## src/hw/rtl/calclk_pkg.sv

```systemverilog
// Shared types, constants and calendar functions for the calendar clock.
package calclk_pkg;

    localparam int unsigned YearW   = 14;
    localparam int unsigned MonthW  = 4;
    localparam int unsigned DayW    = 5;
    localparam int unsigned HourW   = 5;
    localparam int unsigned MinuteW = 6;
    localparam int unsigned SecondW = 6;
    localparam int unsigned CfgIdxW = 3;
    localparam int unsigned CfgDataW = YearW;

    localparam logic [SecondW-1:0] SecondMax = 6'd59;
    localparam logic [MinuteW-1:0] MinuteMax = 6'd59;
    localparam logic [HourW-1:0]   HourMax   = 5'd23;
    localparam logic [MonthW-1:0]  MonthMax  = 4'd12;
    localparam logic [YearW-1:0]   YearMax   = 14'd9999;

    localparam logic [DayW-1:0] DaysLong  = 5'd31;
    localparam logic [DayW-1:0] DaysShort = 5'd30;
    localparam logic [DayW-1:0] DaysFeb   = 5'd28;
    localparam logic [DayW-1:0] DaysLeap  = 5'd29;

    // multiplicative inverse of 25 modulo 2^14, and the largest multiple index
    localparam logic [YearW-1:0] Inv25   = 14'd7209;
    localparam logic [YearW-1:0] Lim25   = 14'd655;

    typedef enum logic [CfgIdxW-1:0] {
        CFG_REF_YEAR   = 3'd0,
        CFG_REF_MONTH  = 3'd1,
        CFG_REF_DAY    = 3'd2,
        CFG_REF_HOUR   = 3'd3,
        CFG_REF_MINUTE = 3'd4,
        CFG_REF_SECOND = 3'd5
    } cfg_index_t;

    typedef enum logic {
        CMD_TICK = 1'b0,
        CMD_LOAD = 1'b1
    } command_t;

    typedef enum logic [MonthW-1:0] {
        MON_FEB = 4'd2,
        MON_APR = 4'd4,
        MON_JUN = 4'd6,
        MON_SEP = 4'd9,
        MON_NOV = 4'd11
    } month_code_t;

    // field order matches significance, so the packed value compares as a whole
    typedef struct packed {
        logic [YearW-1:0]   year;
        logic [MonthW-1:0]  month;
        logic [DayW-1:0]    day;
        logic [HourW-1:0]   hour;
        logic [MinuteW-1:0] minute;
        logic [SecondW-1:0] second;
    } time_t;

    localparam time_t ResetTime = '{
        year:   14'd2000,
        month:  4'd1,
        day:    5'd1,
        hour:   5'd0,
        minute: 6'd0,
        second: 6'd0
    };

    // divisible by 4, and not by 100 unless by 400; 25 | y via inverse multiply
    function automatic logic is_leap(input logic [YearW-1:0] y);
        logic [2*YearW-1:0] prod;
        logic               div25;
        prod  = {{YearW{1'b0}}, y} * {{YearW{1'b0}}, Inv25};
        div25 = (prod[YearW-1:0] <= Lim25);
        return (y[1:0] == 2'd0) && (!div25 || (y[3:0] == 4'd0));
    endfunction

    function automatic logic [DayW-1:0] month_length(input logic [MonthW-1:0] m,
                                                     input logic leap);
        logic [DayW-1:0] len;
        case (m)
            MON_APR, MON_JUN, MON_SEP, MON_NOV: len = DaysShort;
            MON_FEB:                            len = leap ? DaysLeap : DaysFeb;
            default:                            len = DaysLong;
        endcase
        return len;
    endfunction

endpackage

```

## src/hw/rtl/calclk_cfg.sv

```systemverilog
// Reference date registers written through the configuration port.
module calclk_cfg
(
    input  logic                                clk,
    input  logic                                rst_n,
    input  logic                                wr_en,
    input  logic [calclk_pkg::CfgIdxW-1:0]      wr_index,
    input  logic [calclk_pkg::CfgDataW-1:0]     wr_data,
    output calclk_pkg::time_t                   ref_time
);

    calclk_pkg::time_t ref_reg;

    always_ff @(posedge clk or negedge rst_n)
    begin
        if (!rst_n)
        begin
            ref_reg <= calclk_pkg::ResetTime;
        end
        else if (wr_en)
        begin
            case (wr_index)
                calclk_pkg::CFG_REF_YEAR:   ref_reg.year   <= wr_data[calclk_pkg::YearW-1:0];
                calclk_pkg::CFG_REF_MONTH:  ref_reg.month  <= wr_data[calclk_pkg::MonthW-1:0];
                calclk_pkg::CFG_REF_DAY:    ref_reg.day    <= wr_data[calclk_pkg::DayW-1:0];
                calclk_pkg::CFG_REF_HOUR:   ref_reg.hour   <= wr_data[calclk_pkg::HourW-1:0];
                calclk_pkg::CFG_REF_MINUTE: ref_reg.minute <= wr_data[calclk_pkg::MinuteW-1:0];
                calclk_pkg::CFG_REF_SECOND: ref_reg.second <= wr_data[calclk_pkg::SecondW-1:0];
                default:                    ref_reg        <= ref_reg;
            endcase
        end
    end

    assign ref_time = ref_reg;

endmodule

```

## src/hw/rtl/calclk_counter.sv

```systemverilog
// Time-of-day and date counters with load and one-second carry chain.
module calclk_counter
(
    input  logic                clk,
    input  logic                rst_n,
    input  logic                advance,
    input  logic                command,
    input  calclk_pkg::time_t   load_time,
    output calclk_pkg::time_t   time_next
);

    calclk_pkg::time_t time_reg;
    logic              leap_reg;
    logic              leap_next;

    logic              sec_wrap;
    logic              min_wrap;
    logic              hour_wrap;
    logic              day_wrap;
    logic              mon_wrap;
    calclk_pkg::time_t tick_time;

    always_comb
    begin
        sec_wrap  = (time_reg.second >= calclk_pkg::SecondMax);
        min_wrap  = (time_reg.minute >= calclk_pkg::MinuteMax);
        hour_wrap = (time_reg.hour >= calclk_pkg::HourMax);
        day_wrap  = (time_reg.day >= calclk_pkg::month_length(time_reg.month, leap_reg));
        mon_wrap  = (time_reg.month >= calclk_pkg::MonthMax);

        tick_time = time_reg;
        tick_time.second = sec_wrap ? '0 : time_reg.second + 6'd1;
        if (sec_wrap)
        begin
            tick_time.minute = min_wrap ? '0 : time_reg.minute + 6'd1;
            if (min_wrap)
            begin
                tick_time.hour = hour_wrap ? '0 : time_reg.hour + 5'd1;
                if (hour_wrap)
                begin
                    tick_time.day = day_wrap ? 5'd1 : time_reg.day + 5'd1;
                    if (day_wrap)
                    begin
                        tick_time.month = mon_wrap ? 4'd1 : time_reg.month + 4'd1;
                        if (mon_wrap)
                        begin
                            tick_time.year = (time_reg.year >= calclk_pkg::YearMax) ?
                                             '0 : time_reg.year + 14'd1;
                        end
                    end
                end
            end
        end

        time_next = (command == calclk_pkg::CMD_LOAD) ? load_time : tick_time;
        leap_next = calclk_pkg::is_leap(time_next.year);
    end

    always_ff @(posedge clk or negedge rst_n)
    begin
        if (!rst_n)
        begin
            time_reg <= calclk_pkg::ResetTime;
            leap_reg <= 1'b1;
        end
        else if (advance)
        begin
            time_reg <= time_next;
            leap_reg <= leap_next;
        end
    end

    // leap flag tracks the stored year
    a_leap_track: assert property (@(posedge clk) disable iff (!rst_n)
        leap_reg == calclk_pkg::is_leap(time_reg.year))
        else $error("leap flag out of step with year");

    // plain tick below the top second only bumps the second
    a_sec_inc: assert property (@(posedge clk) disable iff (!rst_n)
        advance && (command == calclk_pkg::CMD_TICK) &&
        (time_reg.second < calclk_pkg::SecondMax)
        |=> (time_reg.second == 6'($past(time_reg.second) + 6'd1)) &&
            $stable(time_reg.minute) && $stable(time_reg.year))
        else $error("second increment disturbed other fields");

    // a day carry always restarts at day one
    a_day_carry: assert property (@(posedge clk) disable iff (!rst_n)
        advance && (command == calclk_pkg::CMD_TICK) && sec_wrap && min_wrap &&
        hour_wrap && day_wrap
        |=> time_reg.day == 5'd1)
        else $error("day carry did not restart at one");

endmodule

```

## src/hw/rtl/calendar_clock_with_compare.sv

```systemverilog
// Top level: calendar clock with reference compare and registered result.
//
//  channel | handshake            | payload
//  --------+----------------------+-----------------------------------------------
//  in      | in_valid / in_ready  | command, load_year .. load_second
//  out     | out_valid / out_ready| now_year .. now_second, equal_flag, not_before_flag
//  cfg     | cfg_valid / cfg_ready| cfg_index, cfg_data
//
//  One item per cycle while out_ready is high; its result appears the cycle after acceptance.
//  The result register is the only register after the counter and compare logic.
//  Reset gives 2000-01-01 00:00:00 for both the time and the reference date.
//  in_ready is low only while a result waits and out_ready is low.
//  cfg_ready is always high; indexes beyond the register list are ignored.
module calendar_clock_with_compare
(
    input  logic                                clk,
    input  logic                                rst_n,

    input  logic                                in_valid,
    output logic                                in_ready,
    input  logic                                command,
    input  logic [calclk_pkg::YearW-1:0]        load_year,
    input  logic [calclk_pkg::MonthW-1:0]       load_month,
    input  logic [calclk_pkg::DayW-1:0]         load_day,
    input  logic [calclk_pkg::HourW-1:0]        load_hour,
    input  logic [calclk_pkg::MinuteW-1:0]      load_minute,
    input  logic [calclk_pkg::SecondW-1:0]      load_second,

    output logic                                out_valid,
    input  logic                                out_ready,
    output logic [calclk_pkg::YearW-1:0]        now_year,
    output logic [calclk_pkg::MonthW-1:0]       now_month,
    output logic [calclk_pkg::DayW-1:0]         now_day,
    output logic [calclk_pkg::HourW-1:0]        now_hour,
    output logic [calclk_pkg::MinuteW-1:0]      now_minute,
    output logic [calclk_pkg::SecondW-1:0]      now_second,
    output logic                                equal_flag,
    output logic                                not_before_flag,

    input  logic                                cfg_valid,
    output logic                                cfg_ready,
    input  logic [calclk_pkg::CfgIdxW-1:0]      cfg_index,
    input  logic [calclk_pkg::CfgDataW-1:0]     cfg_data
);

    calclk_pkg::time_t ref_time;
    calclk_pkg::time_t load_time;
    calclk_pkg::time_t time_next;
    logic              accept;

    logic              out_valid_reg;
    calclk_pkg::time_t now_reg;
    logic              equal_reg;
    logic              not_before_reg;

    assign cfg_ready = 1'b1;
    assign in_ready  = !out_valid_reg || out_ready;
    assign accept    = in_valid && in_ready;

    assign load_time = '{
        year:   load_year,
        month:  load_month,
        day:    load_day,
        hour:   load_hour,
        minute: load_minute,
        second: load_second
    };

    calclk_cfg u_cfg
    (
        .clk      (clk),
        .rst_n    (rst_n),
        .wr_en    (cfg_valid && cfg_ready),
        .wr_index (cfg_index),
        .wr_data  (cfg_data),
        .ref_time (ref_time)
    );

    calclk_counter u_counter
    (
        .clk       (clk),
        .rst_n     (rst_n),
        .advance   (accept),
        .command   (command),
        .load_time (load_time),
        .time_next (time_next)
    );

    always_ff @(posedge clk or negedge rst_n)
    begin
        if (!rst_n)
        begin
            out_valid_reg <= 1'b0;
        end
        else if (in_ready)
        begin
            out_valid_reg <= in_valid;
        end
    end

    always_ff @(posedge clk)
    begin
        if (accept)
        begin
            now_reg        <= time_next;
            equal_reg      <= (time_next == ref_time);
            not_before_reg <= (time_next >= ref_time);
        end
    end

    assign out_valid       = out_valid_reg;
    assign now_year        = now_reg.year;
    assign now_month       = now_reg.month;
    assign now_day         = now_reg.day;
    assign now_hour        = now_reg.hour;
    assign now_minute      = now_reg.minute;
    assign now_second      = now_reg.second;
    assign equal_flag      = equal_reg;
    assign not_before_flag = not_before_reg;

    a_result_follows: assert property (@(posedge clk) disable iff (!rst_n)
        accept |=> out_valid)
        else $error("accepted item produced no result");

    a_equal_implies: assert property (@(posedge clk) disable iff (!rst_n)
        out_valid && equal_flag |-> not_before_flag)
        else $error("equal without not-before");

    a_load_year: assert property (@(posedge clk) disable iff (!rst_n)
        accept && (command == calclk_pkg::CMD_LOAD) |=> now_year == $past(load_year))
        else $error("loaded year not returned");

endmodule
```

## config.mk

```make
export PLATFORM = sky130hd
export DESIGN_NAME = calendar_clock_with_compare
export DESIGN_NICKNAME = d
export VERILOG_FILES = /design/src/hw/rtl/calclk_pkg.sv /design/src/hw/rtl/calclk_cfg.sv /design/src/hw/rtl/calclk_counter.sv /design/src/hw/rtl/calendar_clock_with_compare.sv
export SDC_FILE = /design/constraint.sdc
export NUM_CORES = 1
export LEC_CHECK = 0
export ABC_AREA = 0
export BUFFER_PORTS_ARGS = -buffer_cell sky130_fd_sc_hd__buf_2
export CORE_MARGIN = 5
export CORE_UTILIZATION = 40
export DETAILED_ROUTE_END_ITERATION = 16
export GPL_TIMING_DRIVEN = 0
export PLACE_DENSITY = 0.64
export REMOVE_ABC_BUFFERS = 1
export SYNTH_ARGS = -nofsm -noshare
export SYNTH_HDL_FRONTEND = slang
export SYNTH_SLANG_ARGS = --single-unit
```

## constraint.sdc

```tcl
create_clock -name clk -period 12 [get_ports clk]
set_input_delay 0.6 -clock clk [delete_from_list [all_inputs] [get_ports clk]]
set_output_delay 0.6 -clock clk [all_outputs]
set_load 0.02 [all_outputs]
```

==> flow_summary.toml, run 1 <==
[run_status]
status = "finished, final reports clean"

[clock_network]
cts.repair.resized = 0
clkSinkCount = 124
cts_setup_buffers = 0
cts_tree = "built"
cts_buffers = 17
clk_pin_slew_ps = 60
htreeDepth = 4
clk_latency_ps = 420
postCtsHoldBufs = 0
clock_tree.buffer_depth = 2
root_buffer = "clkbuf_16"

[cells_and_area]
regArea_um2 = 3330
area.growth.synth_to_final_pct = 18.0
antenna_cells = 0
multi_input_area_um2 = 4300
utilization_pct = 47.5
fin_cells = 1189
postLayoutCellArea_um2 = 9530
nFillCells = 1950
finalNetCount = 1070
drive_gt1_share_pct = 23.3

[route]
drcViolationCount = 0
drt-initial-drc-count = 423
drt-total-wl_um = 19500
dr.pass1.iters = 5
vias = 6219
wl_per_cell_um = 16.4
viasPerCell = 5.23
antenna_left = 0

[yosys]
synth_area_leaders = "dfrtp_1, edfxtp_1, ha_1"
synth_compound_area_share_pct = 14.5
synth_xor_area_share_pct = 2.84
ys_warn_count = 0
ys_seq_elements = 124
synth_top_family_by_area = "adder cells"
synth_edf_count = 42
synth_fa_ha_area_share_pct = 16.7
ys.flop_type = "dfrtp_1"
synth_top_area_share_pct = 20.2
ys_seq_area_share_pct = 41.3
synth_common_cells = "nand2_1, ha_1, inv_1, o21ai_0, dfrtp_1"
synth-simple-area-share_pct = 12.9
synth_most_common_cell = "nand2_1"
async_flop_share_pct = 66.1
synthCells = 803
muxShareOfSynthArea_pct = 6.29
syn_area_um2 = 8070
ys_types = 59
synth.largest_area_cell = "dfrtp_1"
avgSynthCellArea_um2 = 10.1

[pwr]
p_leak_uw = 0.00439
p_per_area_nw_per_um2 = 187
irDropWorstVdd_mv = 0.0963

[setup_path]
cp.buffers_inverters = 3
cp_max_fo = 12
ff2ff_path_depth = 29
cpPeakStageDelay_ps = 810
critPathArrivalTime_ps = 7820
crit_path_top_delay_cell = "o21ai_0"
path_common_cell = "ha_1"
endpoint_kind = "register"
cp.depth = 29
critical-path-top-delay-family = "compound AO/OA/AOI/OAI gates"
required_ps = 12340
start_kind = "register"
worst-setup-path-type = "register to register"

[job]
max_cap_viol_count = 0

[sta]
tightest_slew_ps = 1250
rsz0062_at_grt = "false"
fin_setup_tns_ps = 0
hold_violations = 0
final_max_slew_viol_count = 0
setup_viol = 0
relSlewSlack_pct = 16.7
finalClockSkew_ps = 11.9
hold_ws_ps = 190
max_freq_ghz = 0.134
fin_crit_sh_pct = 62.4
fin_crit_ps = 7480

[floorplan]
dieArea_um2 = 23100
start_util_pct = 40.3
ios = 108
num_rows = 52
fp.dieH_um = 152
core_um2 = 20000
die_w_um = 152

[global_routing]
grt_pass1_wl_um = 32600
grt-ovfl-total = 0
grtUsageTotal_pct = 17.3
grt_pass1_vias = 6194
antenna_found_initial = 1
grt_start_max_net_pins = 74

[placed_design]
gp_congestion = 0.842
post-dp-hpwl_um = 14500
postPlaceCellArea_um2 = 8900
port_buffers = 106
dp.cells = 1157

[hold_path]
min_path_type = "input pin to async pin"
## area by class of cell
type	instances	share of cell area (%)
clock buffers	20	4.90
clock inverters	12	1.68
inverters	88	3.49
well taps	270	3.55
flip-flops and latches	124	35.0
multi-input cells	566	45.2
repair buffers	109	6.21
## metrics by stage
step | setup WS [ps] | total power (uW)
detailed placement | 4580 | 1250
CTS | 4510 | 1800
finish | 4520 | 1780
global route | 3940 | 1920
floorplan | 5830 | 1080
global placement | 4640 | 1230
## cells by family after synthesis
logic type	Yosys count
AOI/OAI and AO/OA	192
xor gates and xnor gates	23
adders and majority gates	101
buffers and inverters	113
DFF	124
muxes	45
other	1
and+or+nand+nor	204
## report_power, final
part	leakage [uW]	switching, uW	internal, uW
clock network	0.000303	198	345
registers	0.00137	66.7	530
logic	0.00272	349	296
total	0.00439	613	1170
## worst paths after layout
check,end,from,slack [ps]
worst max-delay path,u_counter.leap_reg,u_counter.time_reg[22],4520
worst min-delay path,u_counter.time_reg[1],rst_n,190
worst max register to register,u_counter.leap_reg,u_counter.time_reg[22],4520
worst min register to register,u_cfg.ref_time[34],u_cfg.ref_time[34],500
max in group asynchronous,u_counter.time_reg[22],rst_n,11110
min in group clk,out_valid,in_valid,380
## cell usage in the layout, fill, tap and decap left out, types with 3 or more instances in the layout
cell / count
nor4_1: 8
a21oi_1: 42
clkinv_4: 4
a22oi_1: 3
fa_1: 11
nand2_1: 96
a31oi_1: 3
o31ai_1: 4
buf_2: 105
clkbuf_16: 17
mux2_2: 42
o31a_1: 4
edfxtp_1: 42
nand4_1: 17
and3_1: 5
nand3_1: 18
nand4b_1: 3
o21a_1: 5
nor2_1: 18
clkbuf_8: 3
inv_1: 87
o21bai_1: 3
o21ai_0: 87
ha_1: 90
xnor2_1: 17
dfstp_2: 17
bufinv_16: 3
xor2_1: 4
a21o_1: 28
nand2b_1: 9
dfrtp_1: 65
nor3b_1: 4
nor3_1: 11
## per-layer routing
layer | wire (um) | up-vias | GRT usage [%]
met2 | 9370 | 148 | 27.9
met1 | 8930 | 2974 | 23.5
met5 | 11 | - | 0
li1 | - | 3072 | -
met4 | 316 | 2 | 5.27
met3 | 844 | 23 | 3.84
Power figures use the tool's default switching activity.
==> run 2: changes to the inputs <==
--- a/config.mk
+++ b/config.mk
@@ -11,7 +11,7 @@
 export CORE_UTILIZATION = 40
 export DETAILED_ROUTE_END_ITERATION = 16
 export GPL_TIMING_DRIVEN = 0
-export PLACE_DENSITY = 0.64
+export PLACE_DENSITY = 0.66
 export REMOVE_ABC_BUFFERS = 1
 export SYNTH_ARGS = -nofsm -noshare
 export SYNTH_HDL_FRONTEND = slang
==> constraint.sdc (replaced) <==
create_clock -name clk -period 6.3 [get_ports clk]
set_input_delay 0.315 -clock clk [delete_from_list [all_inputs] [get_ports clk]]
set_output_delay 0.315 -clock clk [all_outputs]
set_load 0.02 [all_outputs]
==> flow_summary.toml, run 2 (same netlist as run 1, synthesis figures left out) <==
[route]
drcViolationCount = 0
drt-initial-drc-count = 346
dr.pass1.iters = 5
wl_per_cell_um = 16.5
drt-total-wl_um = 19900
viasPerCell = 5.18
vias = 6237
antenna_left = 0

[setup_path]
start_kind = "register"
reg2reg_from = "u_counter.time_reg[22]"
regToRegEndpoint = "u_counter.leap_reg"
cp_cell_sequence = "buf_4, ha_1, nor2_1, o21ai_0, o21ai_1, ha_1, nand2b_4, a21o_4, and3_4, a22oi_1, o21ai_0, ha_1, ha_1, ha_1, inv_1, fa_1, inv_1, ha_1, a21oi_2, o21ai_2, xnor2_1, xnor3_1, xnor3_1, a31oi_1"
crit_path_top_delay_cell = "o21ai_0"
r2r_slack_ps = 310
cp.buffers_inverters = 3
critPathArrivalTime_ps = 6340
cpPeakStageDelay_ps = 930
endpoint_kind = "register"
cp_max_fo = 5
worst-setup-path-type = "register to register"
required_ps = 6650
ff2ff_path_depth = 24
critical-path-top-delay-family = "adder cells"
path_common_cell = "ha_1"

[placed_design]
port_buffers = 106
dp.cells = 1157
gp_congestion = 0.851
post-dp-hpwl_um = 14500
postPlaceCellArea_um2 = 8900

[cells_and_area]
drive_gt1_share_pct = 27.9
layout_common_cells = "buf_2, nand2_1, ha_1"
postLayoutCellArea_um2 = 9790
antenna_cells = 0
finalNetCount = 1086
area.growth.synth_to_final_pct = 21.3
final_common_cell = "buf_2"
fin_cells = 1205

[hold_path]
min_to = "out_valid"
min_path_cells = 2
min-delay-start = "in_valid"
min_path_type = "input pin to register"

[floorplan]
fp.dieH_um = 152
start_util_pct = 40.3
dieArea_um2 = 23100
ios = 108
die_w_um = 152
core_um2 = 20000
num_rows = 52

[global_routing]
grt_pass1_wl_um = 32000
grt-ovfl-total = 0
antenna_found_initial = 0
grt_pass1_vias = 6058
grt_start_max_net_pins = 74
grtUsageTotal_pct = 17.1

[clock_network]
clk_pin_slew_ps = 60
clk_latency_ps = 420
htreeDepth = 4
cts_buffers = 17
cts_tree = "built"
clkSinkCount = 124
root_buffer = "clkbuf_16"
clock_tree.buffer_depth = 2

[pwr]
p_per_area_nw_per_um2 = 353
irDropWorstVdd_mv = 0.219
p_leak_uw = 0.00448
total_power_uw = 3460

[run_status]
status = "finished, final reports clean"

[sta]
setup_viol = 0
hold_ws_ps = 97.9
fin_crit_sh_pct = 95.1
finalClockSkew_ps = 8.62
final_max_slew_viol_count = 0
relSlewSlack_pct = 17.2
max_freq_ghz = 0.167
tightest_slew_ps = 1240
fin_crit_ps = 5990
fin_setup_tns_ps = 0
hold_violations = 0

[job]
max_cap_viol_count = 0
[run 2: changes by cell type in the layout (fill, tap and decap cells not counted), sizes merged]
cell,before,now
clkinv,5,4
dlygate4sd3,0,1
inv,90,93
clkinvlp,2,3
clkbuf,20,19
bufinv,3,1
buf,109,124
[run 2: through the flow]
stage / worst slack (ps) / utilization, %
6_report: 307 / 48.9
5_1_grt: -67.3 / 48.9
4_1_cts: 108 / 48.0
3_5_place_dp: -1010 / 44.4
3_3_place_gp: -1050 / 44.1
2_1_floorplan: 126 / -
[run 2: final cells by class]
type | instances | area [um^2]
clock buffer | 19 | 454
clock inverter | 13 | 133
fill | 1905 | 10200
inverter | 88 | 335
multi-input combinational | 566 | 4480
sequential | 124 | 3330
tap | 270 | 338
timing repair buffer | 125 | 718
[run 2: timing repair]
item,4_1_cts,5_1_grt
pin swaps,7,17
endpoints found under the setup margin,1,1
gates resized for setup,19,32
hold buffers,1,0
buffers inserted,7,8
endpoints found under the hold margin,36,0
cloned,0,0
[run 2: power breakdown]
group | switching, uW | internal, uW | leakage (uW)
Clock | 398 | 576 | 0.000280
Sequential | 130 | 1010 | 0.00137
Combinational | 726 | 622 | 0.00282
[run 2: worst reg2reg max path: cells and delay by family (launching register included)]
kind	cells	cell delay, ps
AO/OA/AOI/OAI	8	1880
AND/OR/NAND/NOR	3	390
XOR/XNOR	3	610
buffers and inverters	3	230
adder cells (fa/ha/maj)	7	2270
flip-flops	1	560
[run 2: worst max-delay path by stage]
stage                                 from                  to  slack, ps  cells after the start
detailed placement  u_counter.time_reg[22]  u_counter.leap_reg      -1010                     29
global route        u_counter.time_reg[22]  u_counter.leap_reg        -70                     29
floorplan           u_counter.time_reg[22]  u_counter.leap_reg        130                     29
global placement    u_counter.time_reg[22]  u_counter.leap_reg      -1050                     29
CTS                 u_counter.time_reg[22]  u_counter.leap_reg        110                     29
finish              u_counter.time_reg[22]  u_counter.leap_reg        310                     24
[run 2: layer usage]
layer	vias up	global-route usage (%)	wire, um
met5	-	0	0
met4	0	5.44	392
met3	27	3.16	726
met2	151	28.1	9540
met1	2971	23.1	9230
li1	3088	-	-
